`config.mk`:
```
export PLATFORM = sky130hd
export DESIGN_NAME = two_queue_priority_server_top
export DESIGN_NICKNAME = d
export VERILOG_FILES = /design/src/rtl/tqps_pkg.sv /design/src/rtl/tqps_front.sv /design/src/rtl/tqps_queue.sv /design/src/rtl/tqps_back.sv /design/src/rtl/two_queue_priority_server_top.sv
export SDC_FILE = /design/constraint.sdc
export NUM_CORES = 2
export LEC_CHECK = 0
export BUFFER_PORTS_ARGS = -buffer_cell sky130_fd_sc_hd__buf_2
export CAP_MARGIN = 20
export CORE_MARGIN = 1.5
export CORE_UTILIZATION = 40
export DETAILED_ROUTE_END_ITERATION = 8
export GPL_ROUTABILITY_DRIVEN = 0
export PLACE_DENSITY_LB_ADDON = 0.1
export SLEW_MARGIN = 20
export SYNTH_ARGS = -nofsm -noshare
export SYNTH_HDL_FRONTEND = slang
export SYNTH_SLANG_ARGS = --single-unit
```
`constraint.sdc`:
```
create_clock -name clk -period 10.55 [get_ports clk]
set_clock_uncertainty 0.15 [all_clocks]
set_input_delay 0.5275 -clock clk [delete_from_list [all_inputs] [get_ports clk]]
set_output_delay 0.5275 -clock clk [all_outputs]
set_load 0.02 [all_outputs]
```
`src/rtl/tqps_pkg.sv`:
```
// tqps_pkg: shared types, constants and saturating helpers for the two-queue server
// depends on nothing; used by every rtl file through scoped names
`timescale 1ns / 1ps

package tqps_pkg;

    localparam int QUEUE_DEPTH = 8;
    localparam int IDX_W = (QUEUE_DEPTH > 1) ? $clog2(QUEUE_DEPTH) : 1;
    localparam int CNT_W = $clog2(QUEUE_DEPTH + 1);
    localparam int LIM_W = (CNT_W > 4) ? CNT_W : 4;

    localparam logic [3:0] LIMIT_RESET = 4'd5;

    localparam logic [1:0] KIND_IDLE = 2'd0;
    localparam logic [1:0] KIND_HIGH = 2'd1;
    localparam logic [1:0] KIND_LOW  = 2'd2;

    typedef struct packed {
        logic [3:0] high_arrivals;
        logic [3:0] low_arrivals;
    } item_t;

    typedef struct packed {
        logic [1:0]  served_kind;
        logic [31:0] served_wait;
        logic [4:0]  refused_now;
        logic [31:0] total_arrivals;
        logic [31:0] high_served_total;
        logic [31:0] low_served_total;
        logic [31:0] refused_total;
        logic [31:0] idle_total;
        logic [47:0] high_wait_sum;
        logic [47:0] low_wait_sum;
        logic [3:0]  high_level;
        logic [3:0]  low_level;
    } result_t;

    // requests from the sequencer to one stamp queue
    typedef struct packed {
        logic push;
        logic pop;
        logic rd;
    } queue_ctrl_t;

    typedef struct packed {
        logic [CNT_W-1:0] count;
        logic             full;
        logic             empty;
    } queue_status_t;

    typedef enum logic [2:0] {
        BS_IDLE,
        BS_HIGH,
        BS_LOW,
        BS_READ,
        BS_SERVE
    } back_state_t;

    function automatic logic [31:0] sat_inc32(input logic [31:0] v);
        logic [32:0] s;
        s = {1'b0, v} + 33'd1;
        return s[32] ? 32'hFFFF_FFFF : s[31:0];
    endfunction

    function automatic logic [31:0] sat_add32(input logic [31:0] v, input logic [4:0] a);
        logic [32:0] s;
        s = {1'b0, v} + {28'd0, a};
        return s[32] ? 32'hFFFF_FFFF : s[31:0];
    endfunction

    function automatic logic [47:0] sat_add48(input logic [47:0] v, input logic [31:0] a);
        logic [48:0] s;
        s = {1'b0, v} + {17'd0, a};
        return s[48] ? 48'hFFFF_FFFF_FFFF : s[47:0];
    endfunction

endpackage

```
`src/rtl/tqps_front.sv`:
```
// tqps_front: two-entry input item queue between the item port and the sequencer
// depends on tqps_pkg
`timescale 1ns / 1ps

module tqps_front (
    input  logic           clk,
    input  logic           rst_n,
    input  logic           item_valid,
    output logic           item_stall,
    input  tqps_pkg::item_t item_data,
    output logic           head_valid,
    output tqps_pkg::item_t head_data,
    input  logic           head_pop
);

    tqps_pkg::item_t entry_reg [2];
    logic       wr_ptr_reg, wr_ptr_next;
    logic       rd_ptr_reg, rd_ptr_next;
    logic [1:0] fill_reg, fill_next;
    logic       push;
    logic       pop;

    assign item_stall = (fill_reg == 2'd2);
    assign push       = item_valid && !item_stall;
    assign head_valid = (fill_reg != 2'd0);
    assign head_data  = entry_reg[rd_ptr_reg];
    assign pop        = head_pop && head_valid;

    always_comb
    begin
        wr_ptr_next = push ? ~wr_ptr_reg : wr_ptr_reg;
        rd_ptr_next = pop ? ~rd_ptr_reg : rd_ptr_reg;
        fill_next   = fill_reg + {1'b0, push} - {1'b0, pop};
    end

    always_ff @(posedge clk or negedge rst_n)
    begin
        if (!rst_n)
        begin
            wr_ptr_reg <= 1'b0;
            rd_ptr_reg <= 1'b0;
            fill_reg   <= 2'd0;
        end
        else
        begin
            wr_ptr_reg <= wr_ptr_next;
            rd_ptr_reg <= rd_ptr_next;
            fill_reg   <= fill_next;
        end
    end

    always_ff @(posedge clk)
    begin
        if (push)
        begin
            entry_reg[wr_ptr_reg] <= item_data;
        end
    end

endmodule

```
`src/rtl/tqps_queue.sv`:
```
// tqps_queue: one timestamp queue, a small memory with head, tail and count
// depends on tqps_pkg
`timescale 1ns / 1ps

module tqps_queue (
    input  logic                   clk,
    input  logic                   rst_n,
    input  logic [3:0]             limit,
    input  tqps_pkg::queue_ctrl_t  ctrl,
    input  logic [31:0]            push_stamp,
    output tqps_pkg::queue_status_t status,
    output logic [31:0]            head_stamp
);

    logic [31:0] mem [tqps_pkg::QUEUE_DEPTH];
    logic [31:0] rdata_reg;

    logic [tqps_pkg::IDX_W-1:0] head_reg, head_next;
    logic [tqps_pkg::IDX_W-1:0] tail_reg, tail_next;
    logic [tqps_pkg::CNT_W-1:0] count_reg, count_next;

    localparam logic [tqps_pkg::IDX_W-1:0] LAST_IDX =
        tqps_pkg::IDX_W'(tqps_pkg::QUEUE_DEPTH - 1);
    localparam logic [tqps_pkg::CNT_W-1:0] DEPTH_CNT =
        tqps_pkg::CNT_W'(tqps_pkg::QUEUE_DEPTH);

    // count never exceeds the depth, so this is count >= min(limit, depth)
    always_comb
    begin
        status.count = count_reg;
        status.empty = (count_reg == '0);
        status.full  = (tqps_pkg::LIM_W'(count_reg) >= tqps_pkg::LIM_W'(limit)) ||
                       (count_reg == DEPTH_CNT);
    end

    assign head_stamp = rdata_reg;

    always_comb
    begin
        head_next  = head_reg;
        tail_next  = tail_reg;
        count_next = count_reg;
        if (ctrl.push)
        begin
            tail_next = (tail_reg == LAST_IDX) ? '0 : tail_reg + 1'b1;
        end
        if (ctrl.pop)
        begin
            head_next = (head_reg == LAST_IDX) ? '0 : head_reg + 1'b1;
        end
        count_next = count_reg + tqps_pkg::CNT_W'(ctrl.push) - tqps_pkg::CNT_W'(ctrl.pop);
    end

    always_ff @(posedge clk or negedge rst_n)
    begin
        if (!rst_n)
        begin
            head_reg  <= '0;
            tail_reg  <= '0;
            count_reg <= '0;
        end
        else
        begin
            head_reg  <= head_next;
            tail_reg  <= tail_next;
            count_reg <= count_next;
        end
    end

    always_ff @(posedge clk)
    begin
        if (ctrl.push)
        begin
            mem[tail_reg] <= push_stamp;
        end
        if (ctrl.rd)
        begin
            rdata_reg <= mem[head_reg];
        end
    end

endmodule

```
`src/rtl/tqps_back.sv`:
```
// tqps_back: per-tick sequencer, enqueues arrivals one a cycle, serves at most one request,
// keeps the running totals and the result register; depends on tqps_pkg and tqps_queue
`timescale 1ns / 1ps

module tqps_back (
    input  logic             clk,
    input  logic             rst_n,
    input  logic             cfg_valid,
    input  logic [3:0]       cfg_data,
    input  logic             head_valid,
    input  tqps_pkg::item_t  head_data,
    output logic             head_pop,
    output logic             result_valid,
    input  logic             result_stall,
    output tqps_pkg::result_t result_data
);

    tqps_pkg::back_state_t state_reg, state_next;

    logic [3:0]  limit_reg, limit_next;
    logic [31:0] tick_reg, tick_next;
    logic [3:0]  hrem_reg, hrem_next;
    logic [3:0]  lrem_reg, lrem_next;
    logic [4:0]  refused_reg, refused_next;

    logic [31:0] arr_reg, arr_next;
    logic [31:0] hs_reg, hs_next;
    logic [31:0] ls_reg, ls_next;
    logic [31:0] ref_reg, ref_next;
    logic [31:0] idle_reg, idle_next;
    logic [47:0] hw_reg, hw_next;
    logic [47:0] lw_reg, lw_next;

    tqps_pkg::result_t result_reg, result_next;
    logic              result_valid_reg, result_valid_next;

    tqps_pkg::queue_ctrl_t   hi_ctrl, lo_ctrl;
    tqps_pkg::queue_status_t hi_status, lo_status;
    logic [31:0]             hi_stamp, lo_stamp;

    logic        out_free;
    logic [31:0] wait_val;
    logic [1:0]  kind;
    logic [tqps_pkg::CNT_W-1:0] hi_after, lo_after;

    tqps_queue u_high (
        .clk        (clk),
        .rst_n      (rst_n),
        .limit      (limit_reg),
        .ctrl       (hi_ctrl),
        .push_stamp (tick_reg),
        .status     (hi_status),
        .head_stamp (hi_stamp)
    );

    tqps_queue u_low (
        .clk        (clk),
        .rst_n      (rst_n),
        .limit      (limit_reg),
        .ctrl       (lo_ctrl),
        .push_stamp (tick_reg),
        .status     (lo_status),
        .head_stamp (lo_stamp)
    );

    assign out_free     = !result_valid_reg || !result_stall;
    assign result_valid = result_valid_reg;
    assign result_data  = result_reg;

    always_comb
    begin
        state_next        = state_reg;
        limit_next        = cfg_valid ? cfg_data : limit_reg;
        tick_next         = tick_reg;
        hrem_next         = hrem_reg;
        lrem_next         = lrem_reg;
        refused_next      = refused_reg;
        arr_next          = arr_reg;
        hs_next           = hs_reg;
        ls_next           = ls_reg;
        ref_next          = ref_reg;
        idle_next         = idle_reg;
        hw_next           = hw_reg;
        lw_next           = lw_reg;
        result_next       = result_reg;
        result_valid_next = result_valid_reg && result_stall;
        head_pop          = 1'b0;
        hi_ctrl           = '0;
        lo_ctrl           = '0;
        wait_val          = 32'd0;
        kind              = tqps_pkg::KIND_IDLE;
        hi_after          = hi_status.count;
        lo_after          = lo_status.count;

        case (state_reg)
            tqps_pkg::BS_IDLE:
            begin
                if (head_valid)
                begin
                    head_pop     = 1'b1;
                    tick_next    = tick_reg + 32'd1;
                    hrem_next    = head_data.high_arrivals;
                    lrem_next    = head_data.low_arrivals;
                    refused_next = 5'd0;
                    state_next   = tqps_pkg::BS_HIGH;
                end
            end
            tqps_pkg::BS_HIGH:
            begin
                if (hrem_reg == 4'd0)
                begin
                    state_next = tqps_pkg::BS_LOW;
                end
                else
                begin
                    arr_next  = tqps_pkg::sat_inc32(arr_reg);
                    hrem_next = hrem_reg - 4'd1;
                    if (hi_status.full)
                    begin
                        refused_next = refused_reg + 5'd1;
                    end
                    else
                    begin
                        hi_ctrl.push = 1'b1;
                    end
                end
            end
            tqps_pkg::BS_LOW:
            begin
                if (lrem_reg == 4'd0)
                begin
                    state_next = tqps_pkg::BS_READ;
                end
                else
                begin
                    arr_next  = tqps_pkg::sat_inc32(arr_reg);
                    lrem_next = lrem_reg - 4'd1;
                    if (lo_status.full)
                    begin
                        refused_next = refused_reg + 5'd1;
                    end
                    else
                    begin
                        lo_ctrl.push = 1'b1;
                    end
                end
            end
            tqps_pkg::BS_READ:
            begin
                // both heads are fetched, the serve step picks one
                hi_ctrl.rd = 1'b1;
                lo_ctrl.rd = 1'b1;
                state_next = tqps_pkg::BS_SERVE;
            end
            tqps_pkg::BS_SERVE:
            begin
                if (out_free)
                begin
                    ref_next = tqps_pkg::sat_add32(ref_reg, refused_reg);
                    if (!hi_status.empty)
                    begin
                        kind        = tqps_pkg::KIND_HIGH;
                        wait_val    = tick_reg - hi_stamp;
                        hi_ctrl.pop = 1'b1;
                        hi_after    = hi_status.count - 1'b1;
                        hw_next     = tqps_pkg::sat_add48(hw_reg, wait_val);
                        hs_next     = tqps_pkg::sat_inc32(hs_reg);
                    end
                    else if (!lo_status.empty)
                    begin
                        kind        = tqps_pkg::KIND_LOW;
                        wait_val    = tick_reg - lo_stamp;
                        lo_ctrl.pop = 1'b1;
                        lo_after    = lo_status.count - 1'b1;
                        lw_next     = tqps_pkg::sat_add48(lw_reg, wait_val);
                        ls_next     = tqps_pkg::sat_inc32(ls_reg);
                    end
                    else
                    begin
                        idle_next = tqps_pkg::sat_inc32(idle_reg);
                    end
                    result_next.served_kind       = kind;
                    result_next.served_wait       = wait_val;
                    result_next.refused_now       = refused_reg;
                    result_next.total_arrivals    = arr_reg;
                    result_next.high_served_total = hs_next;
                    result_next.low_served_total  = ls_next;
                    result_next.refused_total     = ref_next;
                    result_next.idle_total        = idle_next;
                    result_next.high_wait_sum     = hw_next;
                    result_next.low_wait_sum      = lw_next;
                    result_next.high_level        = 4'(hi_after);
                    result_next.low_level         = 4'(lo_after);
                    result_valid_next             = 1'b1;
                    state_next                    = tqps_pkg::BS_IDLE;
                end
            end
            default:
            begin
                state_next = tqps_pkg::BS_IDLE;
            end
        endcase
    end

    always_ff @(posedge clk or negedge rst_n)
    begin
        if (!rst_n)
        begin
            state_reg        <= tqps_pkg::BS_IDLE;
            limit_reg        <= tqps_pkg::LIMIT_RESET;
            tick_reg         <= 32'd0;
            hrem_reg         <= 4'd0;
            lrem_reg         <= 4'd0;
            refused_reg      <= 5'd0;
            arr_reg          <= 32'd0;
            hs_reg           <= 32'd0;
            ls_reg           <= 32'd0;
            ref_reg          <= 32'd0;
            idle_reg         <= 32'd0;
            hw_reg           <= 48'd0;
            lw_reg           <= 48'd0;
            result_valid_reg <= 1'b0;
        end
        else
        begin
            state_reg        <= state_next;
            limit_reg        <= limit_next;
            tick_reg         <= tick_next;
            hrem_reg         <= hrem_next;
            lrem_reg         <= lrem_next;
            refused_reg      <= refused_next;
            arr_reg          <= arr_next;
            hs_reg           <= hs_next;
            ls_reg           <= ls_next;
            ref_reg          <= ref_next;
            idle_reg         <= idle_next;
            hw_reg           <= hw_next;
            lw_reg           <= lw_next;
            result_valid_reg <= result_valid_next;
        end
    end

    always_ff @(posedge clk)
    begin
        result_reg <= result_next;
    end

endmodule

```
`src/rtl/two_queue_priority_server_top.sv`:
```
// two_queue_priority_server_top: one tick per item, one result per item
// an item passes the front queue, then the sequencer's idle, high, low, read and serve states
// the sequencer enqueues one arrival a cycle and works on one item at a time; later items wait in front
// a two-entry item queue in front keeps accepting, until full, while the sequencer or the result waits
// reset: rst_n asynchronous active low; clears counters, tick, queue pointers, limit to 5
`timescale 1ns / 1ps

module two_queue_priority_server_top (
    input  logic              clk,
    input  logic              rst_n,
    input  logic              item_valid,
    output logic              item_stall,
    input  tqps_pkg::item_t   item_data,
    output logic              result_valid,
    input  logic              result_stall,
    output tqps_pkg::result_t result_data,
    input  logic              cfg_valid,
    output logic              cfg_ready,
    input  logic [3:0]        cfg_data
);

    logic            head_valid;
    tqps_pkg::item_t head_data;
    logic            head_pop;

    assign cfg_ready = 1'b1;

    tqps_front u_front (
        .clk        (clk),
        .rst_n      (rst_n),
        .item_valid (item_valid),
        .item_stall (item_stall),
        .item_data  (item_data),
        .head_valid (head_valid),
        .head_data  (head_data),
        .head_pop   (head_pop)
    );

    tqps_back u_back (
        .clk          (clk),
        .rst_n        (rst_n),
        .cfg_valid    (cfg_valid && cfg_ready),
        .cfg_data     (cfg_data),
        .head_valid   (head_valid),
        .head_data    (head_data),
        .head_pop     (head_pop),
        .result_valid (result_valid),
        .result_stall (result_stall),
        .result_data  (result_data)
    );

endmodule

```
Word-level counts from Yosys, hierarchy flattened
Memory sizes are Yosys's and may differ from the RTL's. A register that Yosys moved wholly into a read port is not among the register bits.
Cells that the tools add are included.
{ "totals": {"register_bits": 636, "latch_bits": 0, "mem_bits_rw": 528, "romBits": 0, "input_bits": 17, "output_inout_bits": 306, "n_memories": 3} }
{ "op_classes": {"addsub": 25, "mul": 0, "div": 0, "magnitude_cmp": 2, "eq_ne": 19, "n_shift": 0, "muxes": 69, "bitwise": 2, "n_reduce_logical": 26} }
{ "mem_list": {"columns": ["memory", "words", "word_bits", "read_ports", "rd_clocked_by_memory_dff", "wr", "line", "text"], "rows": [
  ["u_back.u_high.mem", 8, 32, 1, 1, 1, "tqps_queue.sv:15", "logic [31:0] mem [tqps_pkg::QUEUE_DEPTH];"],
  ["u_back.u_low.mem", 8, 32, 1, 1, 1, "tqps_queue.sv:15", null],
  ["u_front.entry_reg", 2, 8, 1, 0, 1, "tqps_front.sv:16", "tqps_pkg::item_t entry_reg [2];"]
]} }
{ "op_table": {"columns": ["op", "count"], "rows": [
  ["two-way mux 32 bit", 14],
  ["two-way mux 48 bit", 5],
  ["adder 32 x 1 -> 33 bit (second input constant)", 4],
  ["adder 48 x 32 -> 49 bit", 2],
  ["case mux 32 bit (2 select lines)", 1],
  ["subtractor 32 bit", 2],
  ["adder 32 x 5 -> 33 bit", 1],
  ["adder 32 x 1 -> 32 bit (second input constant)", 1],
  ["two-way mux 4 bit", 7],
  ["two-way mux 5 bit", 5],
  ["two-way mux 1 bit", 24],
  ["two-way mux 3 bit", 8],
  ["logical NOT 4 bit", 4],
  ["case mux 4 bit (2 select lines)", 2],
  ["subtractor 4 x 1 -> 4 bit (second input constant)", 4],
  ["equality test 3 bit (second input constant)", 5],
  ["case mux 3 bit (5 select lines)", 1],
  ["case mux 5 bit (3 select lines)", 1],
  ["adder 3 x 1 -> 3 bit (second input constant)", 4],
  ["!= test 2 x 1 -> 1 bit (second input constant)", 5],
  ["AND reduction 3 bit", 3],
  ["adder 4 x 1 -> 4 bit", 2],
  ["equality test 4 bit (second input constant)", 2],
  [">= comparator 4 bit", 2],
  ["other kinds (19)", 34]
]} }

Logic depth before layout (Yosys ltp)
{ "logic_depth": {"ltp_word": 7, "ltp_mapped": 23} }

Hierarchy
A second synthesis with hierarchy kept.
{ "hier_totals": {"hier_cells": 4387, "hier_area_um2": 57166.1} }
{ "modules_own_cells": {"columns": ["mod", "n_inst", "cells_each", "area_per_inst_um2", "seq_area_each_um2"], "rows": [
  ["tqps_back", 1, 3398, 33644.8, 16833.6],
  ["tqps_queue", 2, 472, 11364.6, 8898.5],
  ["tqps_front", 1, 43, 780.7, 580.6],
  ["two_queue_priority_server_top", 1, 2, 11.3, 0.0]
]} }

Worst setup path after synthesis
Ideal clock, no wire load.
{ "synth_path": {"path_kind": "reg-to-reg", "startpoint": "reg u_back.state_reg[0]", "endpoint": "reg u_back.ref_reg[24]", "setup_ns": 0.530, "arrival_ns": 10.284, "slack_ns": -0.414, "path_stages_with_launch": 9, "n_path_buf": 4, "path_cell_list": "dfrtp_1 > buf_2 > nor2_1 > nand3_1 > inv_1 > clkbuf_1 > clkbuf_1 > clkbuf_1 > o21ai_0"} }
{ "synth_between": {"elab_chain_len": 2} }
{ "synth_rtl": {"columns": ["item", "line", "text"], "rows": [
  ["start, declared", "tqps_back.sv:18", "tqps_pkg::back_state_t state_reg, state_next;"],
  ["start signal, assigned", "tqps_back.sv:209", "state_reg <= tqps_pkg::BS_IDLE;"],
  ["start signal, assigned", "tqps_back.sv:226", "state_reg <= state_next;"],
  ["equality test 3 bit", "tqps_back.sv:95", "case (state_reg)"],
  ["AND reduction 2 bit (no source line)", null, null],
  ["end signal, assigned", "tqps_back.sv:235", "ref_reg <= ref_next;"],
  ["end, declared", "tqps_back.sv:29", "logic [31:0] ref_reg, ref_next;"]
]} }
No other way between the ends.
A chain may end at the register's enable or synchronous reset.

Final worst setup path
{ "layout_path": {"startpoint": "reg u_back.tick_reg[0]", "endpoint": "reg u_back.hw_reg[37]"} }
{ "layout_between": {"elab_chain_len": 4} }
{ "layout_rtl": {"columns": ["item", "line", "text"], "rows": [
  ["start, declared", "tqps_back.sv:21", "logic [31:0] tick_reg, tick_next;"],
  ["start signal, assigned", "tqps_back.sv:228", "tick_reg <= tick_next;"],
  ["subtractor 32 bit", "tqps_back.sv:163", "wait_val = tick_reg - hi_stamp;"],
  ["adder 48 x 32 -> 49 bit", "tqps_pkg.sv:73", "s = {1'b0, v} + {17'd0, a};"],
  ["two-way mux 48 bit", "tqps_pkg.sv:74", "return s[48] ? 48'hFFFF_FFFF_FFFF : s[47:0];"],
  ["two-way mux 48 bit", "tqps_back.sv:160", "if (!hi_status.empty)"],
  ["end signal, assigned", "tqps_back.sv:237", "hw_reg <= hw_next;"],
  ["end, declared", "tqps_back.sv:31", "logic [47:0] hw_reg, hw_next;"]
]} }
No other way between the ends.

==> metrics <==
Tcrit/Tclk final=between 60% and 70%; net count reported at finish=5,081; count of synthesis-stage warnings from yosys=0; fin crit period=between 6000 and 7000 ps; flip-flop count of the largest register, all copies and words added=between 300 and 400; arrival time at the worst endpoint=around 7400 ps; Detailed Routing Iterations Pass 1=6; fraction of registers with async set or reset after synthesis=between 20% and 30%; total number of vias=roughly 38,000; endpoint type of the worst setup path=flip-flop; sequential area share after synthesis=61.41%; Hold WC Path Type=primary input to asynchronous set/reset pin; cell at the root of the clock tree=sky130_fd_sc_hd__clkbuf_16; DRT iter0 DRCs=~3,000; initial antenna violation count=7; Antenna Nets Post-Route=0; power density relative to cell area=about 230 nW/um^2; Clock Path Buffers=3; number of global-route vias before repair=roughly 36,000; number of nets in the synthesized netlist=roughly 4,700; count of final max-slew check failures=0; number of distinct library cell variants in the gate-level netlist after synthesis=94; total half-perimeter wirelength after legalization and detailed placement=approximately 110,000 um; total negative slack=0 ps; number of enable-type register cells in the synthesized netlist=approximately 900; placeable core region=141,900 um^2; highest fanout seen on the critical path=20; Setup Fix Bufs, Post-CTS=0; initial core utilization=around two fifths; kind of start point of the critical path=flip-flop; pin count of the biggest net entering global routing=~140; first-pass GRT wire length=approximately 240,000 um; count of final setup violators=0; # IOs=323; gr ovfl total=0; post-route cell area=about 66,000 um^2; fraction of post-synthesis cell area in the top cell type by area=roughly 47%; cell with the most instances after synthesis=sky130_fd_sc_hd__edfxtp_1; leakage component of the power=between 20 and 30 nW; number of gates given a new drive strength after cts=0; clock tree from TritonCTS=yes; Max-slew headroom=28.97%; upper clock frequency limit=0.1445 GHz; final wirelength=160,000 um; wire length per cell after detailed routing=around 23 um; die boundary width=between 300 and 400 um; max capacitance violation total=0; transition time of the tightest slew-check pin=1065 ps; status=finished, final reports clean; DRC violation count after routing=0; number of sinks driven by the clock tree=1,228; number of filler instances in the final layout=roughly 13,000; number of buffers inserted during clock tree synthesis=between 100 and 150; Tot GR Track Use=between 20% and 30%; Chip Height=~380 um; data required time at the worst endpoint=11,040 ps; leading cell types by count after synthesis=sky130_fd_sc_hd__edfxtp_1, sky130_fd_sc_hd__nand2_1, sky130_fd_sc_hd__dfrtp_1, sky130_fd_sc_hd__nor2_1, sky130_fd_sc_hd__o21ai_0; count of endpoints failing hold in the final timing report=0; most used flip-flop cell after synthesis=sky130_fd_sc_hd__edfxtp_1; Mapped Avg Cell Area=12.69 um^2; DIE AREA=~150,000 um^2; Worst Path Class, Setup=flip-flop to flip-flop; flops & latches, synth=between 1,000 and 1,500; total placed instance area=61,190 um^2; number of I/O port buffers=321; dominant cell type by area after synthesis=sky130_fd_sc_hd__edfxtp_1; layout cells sized above 1=between 15 and 20%; unrepaired setup endpoints after global routing=no; post-detailed-route via-to-cell ratio=around 5.5; Post-Syn Area=57,340 um^2; Site Rows=138; largest cells by area after synthesis=sky130_fd_sc_hd__edfxtp_1, sky130_fd_sc_hd__dfrtp_1, sky130_fd_sc_hd__mux4_2; clock edge transition at the registers on the reported setup and hold paths=~60 ps; number of standard cells after synthesis=4,520; worst hold slack across all endpoints=around 150 ps; largest voltage drop on the vdd net=between 0.0001 and 0.00015 V; clock insertion delay at the later pin of the skew report=about 800 ps; H-tree lvl count=4; area overhead of the layout relative to synthesis=14.83%
## final cells by class
class | instances | area (um^2) | area share [%]
flip-flops and latches | 1228 | 35220 | 53.49
multi-input cells | 2965 | 20980 | 31.86
clock buffers | 180 | 3806 | 5.781
well taps | 1890 | 2365 | 3.592
repair buffers | 394 | 2241 | 3.404
clock inverters | 74 | 649.4 | 0.9863
inverters | 151 | 576.8 | 0.8761
diodes | 1 | 2.502 | 0.003801
## layer usage
metal,up-vias,part of all wire (%),GRT usage [%]
li1,17540,-,-
met1,18940,47,31.75
met2,939,46,33.91
met3,193,4.9,3.527
met4,0,2.0,5.489
met5,-,0,0
## kinds of logic (layout without fill, tap and decap cells)
logic type | after synthesis | in the layout | share of synthesized area (%)
adders and majority gates | 185 | 185 | 4.129
buffers and inverters | 327 | 799 | 2.219
muxes | 233 | 233 | 7.075
and+or+nand+nor | 1346 | 1346 | 10.90
xor gates and xnor gates | 304 | 304 | 4.644
AOI/OAI and AO/OA | 896 | 896 | 9.613
other | 1 | 2 | 0.006540
DFF | 1228 | 1228 | 61.41
## report_power, final
part | switching [mW] | total (mW) | internal, mW
combinational | 2.47 | 4.04 | 1.57
sequential | 0.460 | 6.38 | 5.92
clock | 2.02 | 4.74 | 2.72
## per-stage QoR
step | std cells | util, % | setup WS (ps) | power (mW)
3_5_place_dp | 6611 | 43.11 | 3707 | 10.52
3_3_place_gp | 6611 | 43.11 | 3796 | 10.49
6_report | 6883 | 46.39 | 3627 | 15.17
4_1_cts | 6881 | 46.37 | 3704 | 15.32
5_1_grt | 6882 | 46.39 | 3070 | 15.97
2_1_floorplan | 4520 | - | 4330 | 9.207
## cell usage in the layout, fill, tap and decap left out, types with 142 or more instances in the layout
master	netlist	layout
sky130_fd_sc_hd__buf_2	21	320
sky130_fd_sc_hd__xnor2_1	167	167
sky130_fd_sc_hd__dfrtp_1	331	327
sky130_fd_sc_hd__nor2_1	302	298
sky130_fd_sc_hd__a21oi_1	238	238
sky130_fd_sc_hd__ha_1	178	178
sky130_fd_sc_hd__inv_1	150	148
sky130_fd_sc_hd__edfxtp_1	895	895
sky130_fd_sc_hd__nand2_1	531	528
sky130_fd_sc_hd__clkbuf_16	0	142
sky130_fd_sc_hd__o21ai_0	288	288
## worst paths after layout
kind / start / to / slack, ps / cells after the start
worst min register to register: u_back.arr_reg[16]$_DFFE_PN0P_ / u_back.result_data[248]$_DFFE_PP_ / 340 / 0
min in group clk: item_data[4] / u_front.entry_reg[0][4]$_DFFE_PP_ / 330 / 2
max in group asynchronous: rst_n / u_back.u_low.head_reg[0]$_DFFE_PN0P_ / 7770 / 4
worst min-delay path: rst_n / u_back.arr_reg[30]$_DFFE_PN0P_ / 150 / 2
worst max-delay path: u_back.tick_reg[0]$_DFFE_PN0P_ / u_back.hw_reg[37]$_DFFE_PN0P_ / 3630 / 21
worst max register to register: u_back.tick_reg[0]$_DFFE_PN0P_ / u_back.hw_reg[37]$_DFFE_PN0P_ / 3630 / 21
## worst max-delay path, cell delays in order (launching register included)
cell and delay (ps):
sky130_fd_sc_hd__dfrtp_1 590, sky130_fd_sc_hd__inv_1 250, sky130_fd_sc_hd__ha_1 210, sky130_fd_sc_hd__inv_1 60, sky130_fd_sc_hd__fa_1 390, sky130_fd_sc_hd__a21o_1 190, sky130_fd_sc_hd__a221oi_2 330, sky130_fd_sc_hd__o211ai_1 270
sky130_fd_sc_hd__a211oi_2 490, sky130_fd_sc_hd__nor2b_1 130, sky130_fd_sc_hd__or3_1 320, sky130_fd_sc_hd__o21ai_0 100, sky130_fd_sc_hd__xnor2_1 190, sky130_fd_sc_hd__ha_1 340, sky130_fd_sc_hd__nand2_1 120, sky130_fd_sc_hd__o21ai_0 100
sky130_fd_sc_hd__a41oi_1 350, sky130_fd_sc_hd__o211ai_1 230, sky130_fd_sc_hd__o41ai_4 620, sky130_fd_sc_hd__or3_1 680, sky130_fd_sc_hd__nor4b_1 490, sky130_fd_sc_hd__a41oi_1 170
## timing repair
| action | in CTS | in global routing |
|---|---|---|
| endpoints found under the hold margin | 101 | 0 |
| hold buffers | 16 | 0 |
| endpoints found under the setup margin | 0 | 0 |
No activity file was read; power rests on OpenSTA's default activity.
